**config.mk**
```make
export PLATFORM = sky130hd
export DESIGN_NAME = bfgp_controller
export DESIGN_NICKNAME = d
export VERILOG_FILES = /design/src/design/bfgp_pkg.sv /design/src/design/bfgp_controller.sv
export SDC_FILE = /design/constraint.sdc
export NUM_CORES = 1
export LEC_CHECK = 0
export ABC_AREA = 1
export BUFFER_PORTS_ARGS = -buffer_cell sky130_fd_sc_hd__buf_2
export CAP_MARGIN = 20
export CORE_MARGIN = 2
export CORE_UTILIZATION = 42
export CTS_BUF_LIST = sky130_fd_sc_hd__clkbuf_8 sky130_fd_sc_hd__clkbuf_16
export DETAILED_ROUTE_END_ITERATION = 10
export PLACE_DENSITY = 0.89
export SLEW_MARGIN = 20
export SYNTH_ARGS = -nofsm -noshare
export SYNTH_HDL_FRONTEND = slang
export SYNTH_SLANG_ARGS = --single-unit
```
**constraint.sdc**
```tcl
create_clock -name clock -period 1.8 [get_ports clock]
set_input_delay 0.36 -clock clock [delete_from_list [all_inputs] [get_ports clock]]
set_output_delay 0.36 -clock clock [all_outputs]
set_load 0.03 [all_outputs]
```
**src/design/bfgp_pkg.sv**
```systemverilog
// Shared types and constants for the grid planner.
// Used by the controller, the datapath and the top level; depends on nothing.
package bfgp_pkg;

   // Grid geometry: cell id = {row, column}
   localparam int X_BITS  = 6;
   localparam int Y_BITS  = 6;
   localparam int ID_BITS = X_BITS + Y_BITS;
   localparam int LEN_BITS = ID_BITS + 1;
   localparam int DIM_BITS = 7;
   localparam logic [DIM_BITS-1:0] MAX_DIM = 7'd64;

   // Cost arithmetic
   localparam int COST_BITS = 16;
   localparam logic [COST_BITS-1:0] COST_INF = '1;
   localparam logic [COST_BITS-1:0] COST_SAT = COST_INF - 16'd1;
   localparam logic [7:0] BLOCK_LEVEL = 8'd254;

   // Request opcodes
   localparam logic [1:0] OP_LOAD = 2'd0;
   localparam logic [1:0] OP_PLAN = 2'd1;
   localparam logic [1:0] OP_READ = 2'd2;

   // Response status codes
   localparam logic [1:0] STAT_OK      = 2'd0;
   localparam logic [1:0] STAT_UNREACH = 2'd1;
   localparam logic [1:0] STAT_EMPTY   = 2'd2;

   // Register indexes
   localparam logic [1:0] REG_WIDTH    = 2'd0;
   localparam logic [1:0] REG_HEIGHT   = 2'd1;
   localparam logic [1:0] REG_STRAIGHT = 2'd2;
   localparam logic [1:0] REG_DIAGONAL = 2'd3;

   // Neighbor offsets in relaxation order
   localparam logic [1:0] STEP_DX [8] = '{2'b00, 2'b01, 2'b00, 2'b11,
                                          2'b01, 2'b01, 2'b11, 2'b11};
   localparam logic [1:0] STEP_DY [8] = '{2'b01, 2'b00, 2'b11, 2'b00,
                                          2'b01, 2'b11, 2'b01, 2'b11};

   typedef enum logic [3:0] {
      ST_IDLE, ST_CLEAR, ST_SEED, ST_SCAN_RD, ST_SCAN_C, ST_NB_CHK, ST_NB_EVAL,
      ST_NEXT, ST_GOAL_RD, ST_GOAL_C, ST_CNT, ST_CNT_W, ST_WR, ST_WR_W,
      ST_RD1, ST_RD2
   } state_type;

   typedef enum logic [1:0] {
      CSRC_CELL, CSRC_NB, CSRC_GOAL, CSRC_PATH
   } cost_src_type;

   typedef enum logic [2:0] {
      RSP_ZERO, RSP_UNREACH, RSP_EMPTY, RSP_PLAN_OK, RSP_READ
   } rsp_kind_type;

   typedef struct packed {
      logic         load_wr;
      logic         plan_init;
      logic         clr_step;
      logic         seed;
      cost_src_type cost_src;
      logic         cell_load;
      logic         nb_eval;
      logic         k_step;
      logic         cell_next;
      logic         trace_init;
      logic         cnt_step;
      logic         wr_init;
      logic         wr_path;
      logic         wr_step;
      logic         commit;
      logic         rd_step;
      logic         emit;
      rsp_kind_type kind;
   } dp_cmd_type;

   typedef struct packed {
      logic path_avail;
      logic clr_last;
      logic range_bad;
      logic one_cell;
      logic cell_inf;
      logic nb_out;
      logic k_last;
      logic run_done;
      logic goal_inf;
      logic at_start;
      logic len_over;
      logic widx_zero;
   } dp_stat_type;

endpackage

```
**src/design/bfgp_controller.sv**
```systemverilog
// Sequencer for the grid planner: handshake control and datapath commands.
// Depends on bfgp_pkg.
module bfgp_controller (
   input  logic                 clock,
   input  logic                 reset,
   input  logic                 req_valid,
   input  logic [1:0]           req_op,
   output logic                 req_ready,
   output logic                 rsp_valid,
   input  logic                 rsp_ready,
   input  bfgp_pkg::dp_stat_type stat,
   output bfgp_pkg::dp_cmd_type  cmd
);
   import bfgp_pkg::*;

   state_type state_ff, state_in;
   logic      rsp_valid_ff, rsp_valid_in;
   logic      accept;

   // State and response flag registers
   always_ff @(posedge clock) begin
      if (reset) begin
         state_ff     <= ST_IDLE;
         rsp_valid_ff <= 1'b0;
      end else begin
         state_ff     <= state_in;
         rsp_valid_ff <= rsp_valid_in;
      end
   end

   assign req_ready    = (state_ff == ST_IDLE) && (!rsp_valid_ff || rsp_ready);
   assign accept       = req_valid && req_ready;
   assign rsp_valid    = rsp_valid_ff;
   assign rsp_valid_in = cmd.emit || (rsp_valid_ff && !rsp_ready);

   // Next state and commands
   always_comb begin
      state_in = state_ff;
      cmd      = '0;
      cmd.cost_src = CSRC_CELL;
      cmd.kind     = RSP_ZERO;
      unique case (state_ff)
         ST_IDLE: begin
            if (accept) begin
               priority if (req_op == OP_LOAD) begin
                  cmd.load_wr = 1'b1;
                  cmd.emit    = 1'b1;
               end else if (req_op == OP_PLAN) begin
                  cmd.plan_init = 1'b1;
                  state_in      = ST_CLEAR;
               end else if (req_op == OP_READ) begin
                  if (stat.path_avail) begin
                     state_in = ST_RD1;
                  end else begin
                     cmd.emit = 1'b1;
                     cmd.kind = RSP_EMPTY;
                  end
               end else begin
                  cmd.emit = 1'b1;
               end
            end
         end
         ST_CLEAR: begin
            cmd.clr_step = 1'b1;
            if (stat.clr_last) begin
               if (stat.range_bad) begin
                  cmd.emit = 1'b1;
                  cmd.kind = RSP_UNREACH;
                  state_in = ST_IDLE;
               end else begin
                  state_in = ST_SEED;
               end
            end
         end
         ST_SEED: begin
            cmd.seed = 1'b1;
            state_in = stat.one_cell ? ST_GOAL_RD : ST_SCAN_RD;
         end
         ST_SCAN_RD: begin
            cmd.cost_src = CSRC_CELL;
            state_in     = ST_SCAN_C;
         end
         ST_SCAN_C: begin
            if (stat.cell_inf) begin
               state_in = ST_NEXT;
            end else begin
               cmd.cell_load = 1'b1;
               state_in      = ST_NB_CHK;
            end
         end
         ST_NB_CHK: begin
            cmd.cost_src = CSRC_NB;
            if (stat.nb_out) begin
               cmd.k_step = 1'b1;
               if (stat.k_last) state_in = ST_NEXT;
            end else begin
               state_in = ST_NB_EVAL;
            end
         end
         ST_NB_EVAL: begin
            cmd.nb_eval = 1'b1;
            cmd.k_step  = 1'b1;
            state_in    = stat.k_last ? ST_NEXT : ST_NB_CHK;
         end
         ST_NEXT: begin
            cmd.cell_next = 1'b1;
            state_in      = stat.run_done ? ST_GOAL_RD : ST_SCAN_RD;
         end
         ST_GOAL_RD: begin
            cmd.cost_src = CSRC_GOAL;
            state_in     = ST_GOAL_C;
         end
         ST_GOAL_C: begin
            if (stat.goal_inf) begin
               cmd.emit = 1'b1;
               cmd.kind = RSP_UNREACH;
               state_in = ST_IDLE;
            end else begin
               cmd.trace_init = 1'b1;
               state_in       = ST_CNT;
            end
         end
         ST_CNT: begin
            priority if (stat.at_start) begin
               cmd.wr_init = 1'b1;
               state_in    = ST_WR;
            end else if (stat.len_over) begin
               cmd.emit = 1'b1;
               cmd.kind = RSP_UNREACH;
               state_in = ST_IDLE;
            end else begin
               state_in = ST_CNT_W;
            end
         end
         ST_CNT_W: begin
            cmd.cnt_step = 1'b1;
            state_in     = ST_CNT;
         end
         ST_WR: begin
            cmd.wr_path = 1'b1;
            if (stat.widx_zero) begin
               cmd.commit = 1'b1;
               cmd.emit   = 1'b1;
               cmd.kind   = RSP_PLAN_OK;
               state_in   = ST_IDLE;
            end else begin
               state_in = ST_WR_W;
            end
         end
         ST_WR_W: begin
            cmd.wr_step = 1'b1;
            state_in    = ST_WR;
         end
         ST_RD1: begin
            cmd.cost_src = CSRC_PATH;
            state_in     = ST_RD2;
         end
         ST_RD2: begin
            cmd.rd_step = 1'b1;
            cmd.emit    = 1'b1;
            cmd.kind    = RSP_READ;
            state_in    = ST_IDLE;
         end
         default: state_in = ST_IDLE;
      endcase
   end

endmodule

```
==> results of run 1 <==
[repair_timing]
action,in CTS,in global routing
setup buffers,1,4
gates resized for setup,12,28
pin swaps,1,4
setup endpoints to repair,5,9
[cells by family (layout without fill, tap and decap cells)]
logic type             count (synthesis)  count (layout)  share of synthesized area (%)
buffers and inverters                 27              80                           14.8
AOI/OAI and AO/OA                      9               9                           6.95
DFF                                    5               5                           14.6
and+or+nand+nor                      104             104                           63.6
[state kept, by name (all words and copies together) (netlist names)]
signal / cells
rsp_valid: 1
state_ff: 4
[per-layer routing]
metal  vias to the layer above  track usage [%]  routed length [microns]  share of wire (%)
met1                       514             31.9                     1040                 35
met4                         0             13.9                      174                5.8
li1                        553                -                        -                  -
met2                        96             50.0                     1490                 50
met5                         -                0                        0                  0
met3                        22             5.31                      290                9.7
[stage by stage]
step / cells / setup slack (ps) / TNS, ps / hold slack [ps] / utilization (%)
floorplan: 145 / -48.1 / -48.1 / 429 / -
CTS: 210 / 0.616 / 0 / 292 / 69.1
global route: 214 / -76.6 / -202 / 303 / 76.1
global placement: 205 / 145 / 0 / 536 / 64.0
finish: 214 / 7.80 / 0 / 292 / 76.1
detailed placement: 205 / 124 / 0 / 536 / 64.0
[worst max-delay path: stages (launching register included)]
cell	delay [ps]
dfxtp_2	400
inv_1	120
nor2_2	180
nand3_2	130
nand2_1	100
nor2_2	50
nand3_1	70
buf_4	160
[cell type report]
class                           count  area, sq um
Sequential cell                     5          113
Multi-Input combinational cell    113          591
Clock buffer                        3         41.3
Tap cell                           16         20.0
Inverter                           27          104
Fill cell                         113          364
Timing Repair Buffer               49          288
Clock inverter                      1         3.75
[cell usage after synthesis (all sizes together)]
library cell  instances  area share, %
a21oi                 3            2.2
dfxtp                 5             15
inv                  27             15
nand2                45             25
nand3                10            7.3
nand3b                4            4.4
nand4                 3            2.7
nor2                 38             22
nor3                  4            2.9
o21ai                 5            3.7
o31ai                 1            1.1
[layout by cell type (no fill, tap or decap), types with 2 or more instances in the layout]
master	instances
buf_4	11
nor2_1	27
buf_6	2
dfxtp_4	3
nand3_2	3
nor2_4	5
clkbuf_8	3
nand2_1	37
nor3_1	3
nand3b_1	4
inv_1	25
nand2_2	8
nand4_1	3
buf_2	35
inv_2	2
nand3_1	7
nor2_2	6
a21oi_1	3
o21ai_0	4
[final timing paths]
check | to | depth (start not counted) | slack (ps) | start
max reg2reg | state_ff[3]$_SDFFE_PP0P_ | 9 | 320 | state_ff[3]$_SDFFE_PP0P_
max | cmd[3] | 7 | 8 | state_ff[3]$_SDFFE_PP0P_
min reg2reg | state_ff[2]$_SDFFE_PP0P_ | 4 | 630 | state_ff[2]$_SDFFE_PP0P_
min | state_ff[0]$_SDFFE_PP0P_ | 2 | 290 | reset
[where the power goes]
group          internal (mW)  total (mW)  switching, mW
Clock                  0.147       0.209         0.0622
Sequential             0.160       0.231         0.0710
Combinational          0.358        1.01          0.657
==> run_results.csv, run 1 <==
group,metric,value,unit
timing,finClkSkew,9.30,ps
cts,clock_path_buffers,2,
final_layout,area_growth,69.5,%
place,portBuffers,40,
die,die_area,0.00197,sq mm
detailed_routing,vias,1185,
cts,cts_sinks,5,
die,start_util,44.9,%
die,die_x,44.4,microns
timing,tightest_slew,291,ps
grt,grt_max_degree,8,
die,io_pins,41,
setup_path,path_max_fanout,4,
place,hpwl,1980,microns
timing,slew_viol_final,0,
cts,clk_pin_slew,40,ps
setup_path,required,1440,ps
logic_synthesis,synth.avg_cell_area,4.72,sq um
logic_synthesis,ys_seq_area_share,14.6,%
cts,cts_root_buffer,"clkbuf_8",
setup_path,critical_path_class,"reg -> out",
grt,grt_first_pass_wirelength,4070,microns
setup_path,cp-end-kind,"output port",
cts,ctsHtreeMaxLevel,1,
timing,setup_viol,0,
detailed_routing,drc,0,
timing,relSlewSlack,80.4,%
place,gp_congestion,0.949,
power_and_ir_drop,power_per_cell_area,1250,mW/mm^2
timing,max_freq,558,MHz
die,rows,14,
final_layout,fin_area,0.00116,sq mm
detailed_routing,drt-wirelength-per-cell,14.0,microns
die,core,0.00152,sq mm
outcome,status,"complete, no violations",
grt,overflow,0,
place,place_area,975,sq um
cts,clock_latency,230,ps
logic_synthesis,synth_seq_cells,5,
power_and_ir_drop,ir_drop,0.000983,V
timing,post-route-period-util,99.6,%
final_layout,antenna_cells,0,
die,die_h,44.4,microns
setup_path,start_kind,"register",
detailed_routing,finalWirelength,3000,microns
logic_synthesis,synth-warning-count,0,
logic_synthesis,netlist_area,684,sq um
timing,fin_crit,1790,ps
grt,grt_pass1_vias,1003,
final_layout,layout-drive-gt1-share,41.9,%
grt,antenna_found_initial,0,
logic_synthesis,synthCells,145,
detailed_routing,firstDrtPassIters,7,
setup_path,arrival,1430,ps
timing,hold_viol,0,
detailed_routing,antenna_left,0,
detailed_routing,drt-initial-drc-count,98,
cts,cts_tree,"yes",
flow_run,cap_violations,0,
cts,ctsHoldBuffers,0,
power_and_ir_drop,power,1.45,mW
worst_hold_path,holdCritPathClass,"in -> reg",
power_and_ir_drop,leakage,0.740,nW
logic_synthesis,syn_nets,163,
grt,grt_usage,28.2,%
cts,cts_buffers,3,
detailed_routing,routed_via_density,5.54,
logic_synthesis,ys_types,12,
final_layout,nNetsFinal,217,
Note: power is estimated with default switching activity, not from simulation.
==> run 2: changes to the inputs <==
--- a/config.mk
+++ b/config.mk
@@ -5,14 +5,15 @@
 export SDC_FILE = /design/constraint.sdc
 export NUM_CORES = 1
 export LEC_CHECK = 0
-export ABC_AREA = 1
+export ABC_AREA = 0
 export BUFFER_PORTS_ARGS = -buffer_cell sky130_fd_sc_hd__buf_2
 export CAP_MARGIN = 20
 export CORE_MARGIN = 2
-export CORE_UTILIZATION = 42
+export CORE_UTILIZATION = 44
 export CTS_BUF_LIST = sky130_fd_sc_hd__clkbuf_8 sky130_fd_sc_hd__clkbuf_16
 export DETAILED_ROUTE_END_ITERATION = 10
-export PLACE_DENSITY = 0.89
+export PLACE_DENSITY = 0.9
+export SKIP_CTS_REPAIR_TIMING = 1
 export SLEW_MARGIN = 20
 export SYNTH_ARGS = -nofsm -noshare
 export SYNTH_HDL_FRONTEND = slang
==> run 2 against run 1 <==
Via count grew 15%. Sequential power up 3%. Clock skew decreased by 8.0 ps. Hold slack gained 81 ps. The run now ends with negative setup slack left. Highest routed layer unchanged.
==> run_results.csv, run 2 <==
group,metric,value,unit
place,gp_congestion,0.916,
logic_synthesis,synth.avg_cell_area,6.67,sq um
setup_path,endpoint,"cmd[3]",
die,die_h,45.8,microns
cts,cts_root_buffer,"clkbuf_8",
outcome,status,"finished with violations",
final_layout,largest_reg_flops,4,
final_layout,fin_area,0.00143,sq mm
setup_path,crit_start,"state_ff[0]$_SDFFE_PP0P_",
timing,tightest_slew,394,ps
die,core,0.00169,sq mm
cts,clk_pin_slew,30,ps
die,rows,15,
logic_synthesis,netlist_area,767,sq um
setup_path,slowest_stage,"or4b_4",
power_and_ir_drop,ir_drop,0.00110,V
cts,clock_path_buffers,2,
detailed_routing,vias,1364,
final_layout,largest-register,"state_ff",
setup_path,crit_family,"simple AND/OR/NAND/NOR gates",
logic_synthesis,synth_ff_type,"dfxtp_1",
cts,cts_tree,"yes",
logic_synthesis,synthTopCellsByCount,"nor2_1 (12), nor2b_1 (10), nand2_1 (8), nand3_1 (8)",
setup_path,arrival,1660,ps
grt,grt_usage,28.4,%
logic_synthesis,ys_types,43,
setup_path,required,1440,ps
timing,relSlewSlack,73.5,%
final_layout,utilization,84.6,%
final_layout,fill_cells,66,
grt,overflow,0,
setup_path,cp-end-kind,"output port",
place,dp_slack,-29.9,ps
timing,finClkSkew,1.28,ps
final_layout,layout-drive-gt1-share,55.3,%
final_layout,nNetsFinal,198,
setup_path,path_buf_inv,1,
detailed_routing,finalWirelength,4300,microns
setup_path,start_kind,"register",
logic_synthesis,synth.most_common_cell,"nor2_1",
die,start_util,45.4,%
final_layout,area_growth,86.3,%
detailed_routing,routed_via_density,6.96,
flow_run,cap_violations,0,
setup_path,r2r-end,"state_ff[1]$_SDFFE_PP0P_",
setup_path,ff2ff_path_depth,7,
worst_hold_path,holdCritPathClass,"in -> reg",
place,hpwl,2360,microns
cts,ctsHtreeMaxLevel,1,
logic_synthesis,yosys-top-cells-area,"dfxtp_1 (13%), nor2b_1 (8.2%), nor2_1 (5.9%)",
timing,hold_viol,0,
outcome,failed_checks,"negative setup slack",
cts,cts_buffers,3,
worst_hold_path,hold_depth,2,
grt,antenna_found_initial,0,
cts,clock_latency,220,ps
final_layout,final_cell_mix,"buf_2 (29), buf_4 (28), nor2_1 (11), buf_6 (8)",
place,placed_cells,185,
detailed_routing,drc,0,
final_layout,multiInputGateArea,718,sq um
power_and_ir_drop,power,2.68,mW
timing,max_freq,495,MHz
detailed_routing,drt-wirelength-per-cell,21.9,microns
timing,slew_viol_final,0,
grt,grt_first_pass_wirelength,4350,microns
final_layout,layout_commonest_cell,"buf_2",
die,die_x,45.8,microns
grt,grt_max_degree,16,
timing,fin_crit,2020,ps
grt,grt_pass1_vias,1026,
logic_synthesis,synth-warning-count,0,
logic_synthesis,synth_top_area_share,13.1,%
place,portBuffers,40,
timing,layout_setup_ws,-222,ps
logic_synthesis,synthCells,115,
timing,setup_viol,12,
detailed_routing,firstDrtPassIters,4,
final_layout,fin_cells,196,
logic_synthesis,synth_seq_cells,5,
logic_synthesis,syn_nets,133,
timing,fin_hold_ws,373,ps
timing,post-route-period-util,112,%
cts,cts_sinks,5,
timing,rsz0062_at_grt,"true",
setup_path,path_max_fanout,3,
logic_synthesis,ys_seq_area_share,13.1,%
setup_path,r2r_slack,50,ps
setup_path,critPathMaxStageDelay,530,ps
place,place_area,0.00116,sq mm
final_layout,regArea,110,sq um
logic_synthesis,synthArstFlopShare,0,%
detailed_routing,drt-initial-drc-count,97,
timing,fin_tns_setup,-1310,ps
detailed_routing,antenna_left,0,
logic_synthesis,synth_area_leader_cell,"dfxtp_1",
setup_path,cp_cell_sequence,"or2_1 -> or4b_4 -> nand4_4 -> or3_4 -> buf_6",
final_layout,antenna_cells,0,
setup_path,cp.depth,5,
power_and_ir_drop,leakage,0.676,nW
die,io_pins,41,
setup_path,reg2reg_from,"state_ff[0]$_SDFFE_PP0P_",
die,die_area,0.00209,sq mm
setup_path,critical_path_class,"reg -> out",
power_and_ir_drop,power_per_cell_area,1880,mW/mm^2
logic_synthesis,synth-edff-count,0,
run 2: layer usage:
| layer | global-route usage [%] | share of wire (%) | vias to the layer above |
|---|---|---|---|
| met1 | 33.3 | 36 | 624 |
| met4 | 11.4 | 8.5 | 0 |
| met3 | 1.98 | 9.8 | 55 |
| met5 | 0 | 0 | - |
| li1 | - | - | 548 |
| met2 | 52.7 | 46 | 137 |
run 2: where the power goes:
part / total [mW] / leakage [nW] / internal [mW] / switching (mW)
logic: 2.25 / 0.606 / 1.01 / 1.23
clock network: 0.197 / 0.0269 / 0.146 / 0.0514
registers: 0.239 / 0.0432 / 0.178 / 0.0603
run 2: cell families after synthesis:
logic type / share of synthesized area [%]
and+or+nand+nor: 48.9
AOI/OAI and AO/OA: 27.4
buffers and inverters: 9.30
DFF: 13.1
muxes: 1.31
run 2: final cells by class:
cell class	count	share of cell area, %
clock buffers	3	2.89
clock inverters	1	0.263
multi-input cells	95	50.3
inverters	7	2.01
repair buffers	68	35.4
well taps	17	1.49
flip-flops and latches	5	7.71
run 2: worst min-delay path by stage:
stage	start	to	slack, ps
after floorplan	reset	state_ff[0]$_SDFFE_PP0P_	430
after global placement	reset	state_ff[0]$_SDFFE_PP0P_	590
after global routing	reset	state_ff[0]$_SDFFE_PP0P_	380
after CTS	reset	state_ff[0]$_SDFFE_PP0P_	360
after detailed placement	reset	state_ff[0]$_SDFFE_PP0P_	590
final	reset	state_ff[0]$_SDFFE_PP0P_	370
==> run 3: changes to the inputs <==
--- a/config.mk
+++ b/config.mk
@@ -11,6 +11,7 @@
 export CORE_MARGIN = 2
 export CORE_UTILIZATION = 44
 export CTS_BUF_LIST = sky130_fd_sc_hd__clkbuf_8 sky130_fd_sc_hd__clkbuf_16
+export CTS_CLUSTER_SIZE = 10
 export DETAILED_ROUTE_END_ITERATION = 10
 export PLACE_DENSITY = 0.9
 export SKIP_CTS_REPAIR_TIMING = 1
==> constraint.sdc (replaced) <==
create_clock -name clock -period 1.8 [get_ports clock]
set_input_delay 0.09 -clock clock [delete_from_list [all_inputs] [get_ports clock]]
set_output_delay 0.09 -clock clock [all_outputs]
set_load 0.03 [all_outputs]
==> run 3 against run 2 <==
The flow still finishes with violations (negative setup slack). Routed wire length shrank 35%. Count of clock-buffer cells in the layout unchanged. Setup slack gained 210 ps. Non-clock buffer count fell by 21. Design area is 22% lower. Register-to-register slack got worse by 40 ps. Sequential share of layout area up 1.7 points. Core utilization is 19 points lower. Hold slack worse by 290 ps. Largest cell class unchanged.
==> run_results.csv, run 3 (synthesis results as in run 2) <==
group,metric,value,unit
worst_hold_path,holdCritPathClass,"in -> reg",
cts,clk_pin_slew,40,ps
power_and_ir_drop,power,1.95,mW
final_layout,antenna_cells,0,
cts,ctsHtreeMaxLevel,1,
die,die_x,45.8,microns
final_layout,fill_cells,133,
die,die_h,45.8,microns
detailed_routing,finalWirelength,2810,microns
timing,fin_crit,1810,ps
worst_hold_path,hold_depth,2,
timing,max_freq,551,MHz
cts,cts_root_buffer,"clkbuf_8",
outcome,status,"finished with violations",
place,gp_congestion,0.942,
setup_path,r2r-end,"state_ff[2]$_SDFFE_PP0P_",
timing,layout_setup_ws,-13.6,ps
die,core,0.00169,sq mm
setup_path,reg2reg_from,"state_ff[2]$_SDFFE_PP0P_",
timing,relSlewSlack,67.2,%
grt,grt_usage,25.1,%
flow_run,cap_violations,0,
worst_hold_path,min_to,"state_ff[0]$_SDFFE_PP0P_",
outcome,failed_checks,"negative setup slack",
final_layout,nNetsFinal,177,
power_and_ir_drop,ir_drop,0.00101,V
timing,setup_viol,1,
place,placed_cells,170,
power_and_ir_drop,leakage,0.529,nW
setup_path,ff2ff_path_depth,6,
die,io_pins,41,
die,die_area,0.00209,sq mm
final_layout,fin_cells,175,
cts,cts_buffers,3,
detailed_routing,antenna_left,0,
timing,finClkSkew,3.48,ps
setup_path,start_kind,"register",
setup_path,cp-end-kind,"output port",
final_layout,largest-register,"state_ff",
grt,antenna_found_initial,0,
detailed_routing,drt-initial-drc-count,95,
grt,grt_pass1_vias,877,
place,portBuffers,40,
place,place_area,0.00100,sq mm
cts,cts_tree,"yes",
grt,overflow,0,
final_layout,layout-drive-gt1-share,40.5,%
die,rows,15,
worst_hold_path,hp-start,"reset",
detailed_routing,drt-wirelength-per-cell,16.1,microns
grt,grt_first_pass_wirelength,3870,microns
timing,post-route-period-util,101,%
timing,tightest_slew,489,ps
final_layout,area_growth,45.4,%
grt,grt_max_degree,20,
place,dp_slack,128,ps
cts,cts_sinks,5,
detailed_routing,drc,0,
power_and_ir_drop,power_per_cell_area,1750,mW/mm^2
setup_path,arrival,1720,ps
setup_path,path_max_fanout,8,
final_layout,layout_commonest_cell,"buf_2",
cts,clock_path_buffers,2,
final_layout,largest_reg_flops,4,
timing,hold_viol,0,
cts,clock_latency,220,ps
setup_path,r2r_slack,10,ps
final_layout,final_cell_mix,"buf_2 (39), nor2_1 (12), nor2b_1 (10), inv_1 (8), nand2_1 (8)",
detailed_routing,routed_via_density,6.27,
die,start_util,45.4,%
detailed_routing,firstDrtPassIters,4,
setup_path,required,1710,ps
place,hpwl,2000,microns
final_layout,fin_area,0.00111,sq mm
timing,slew_viol_final,0,
detailed_routing,vias,1097,
setup_path,critical_path_class,"reg -> out",
[run 3: changes by cell type in the layout (fill, tap and decap cells not counted), moves of 2 or more]
cell / previous run / this run
buf_2: 29 / 39
buf_4: 28 / 4
dfxtp_1: 1 / 3
nor3_1: 3 / 6
nand2b_1: 3 / 5
nor3_2: 4 / 1
buf_6: 8 / 4
nor2b_1: 7 / 10
nor2b_2: 2 / 0
[run 3: routing by layer]
metal | track usage [%] | share of wire (%) | up-vias
li1 | - | - | 511
met2 | 42.3 | 52 | 89
met4 | 10.9 | 1.2 | 0
met1 | 32.5 | 38 | 488
met3 | 1.98 | 9.0 | 9
met5 | 0 | 0 | -
[run 3: through the flow]
stage          hold slack [ps]  setup TNS [ps]  util, %
5_1_grt                   90.8           -34.5     66.0
3_3_place_gp               304               0     59.3
6_report                  78.1           -13.6     66.0
4_1_cts                   68.6            -123     62.0
2_1_floorplan              162            -151        -
3_5_place_dp               303               0     59.3
[run 3: cell type report]
| class | count | area (sq um) | share of cell area, % |
|---|---|---|---|
| multi-input combinational | 95 | 647 | 58.0 |
| inverter | 7 | 26.3 | 2.36 |
| tap | 17 | 21.3 | 1.91 |
| timing repair buffer | 47 | 270 | 24.2 |
| clock inverter | 1 | 3.75 | 0.337 |
| clock buffer | 3 | 41.3 | 3.70 |
| sequential | 5 | 105 | 9.43 |
[run 3: critical path, stage by stage, from the launching register on]
cell     delay (ps)
dfxtp_4         370
or2_1           250
or4b_4          540
nand4_4          90
or3_4           130
buf_6           120
[run 3: report_power, final]
part           total (mW)  internal, mW  switching (mW)  leakage [nW]
clock               0.199         0.146          0.0532        0.0269
sequential          0.248         0.169          0.0785        0.0423
combinational        1.50         0.587           0.916         0.460
[run 3: how the worst max path moves through the flow]
stage,endpoint,cells after the start,slack (ps),startpoint
2_1_floorplan,cmd[3],5,-150,state_ff[1]$_SDFFE_PP0P_
4_1_cts,cmd[3],6,-120,state_ff[0]$_SDFFE_PP0P_
5_1_grt,cmd[3],5,-30,state_ff[2]$_SDFFE_PP0P_
3_3_place_gp,cmd[3],6,200,state_ff[0]$_SDFFE_PP0P_
3_5_place_dp,cmd[3],6,130,state_ff[0]$_SDFFE_PP0P_
6_report,cmd[3],5,-10,state_ff[2]$_SDFFE_PP0P_
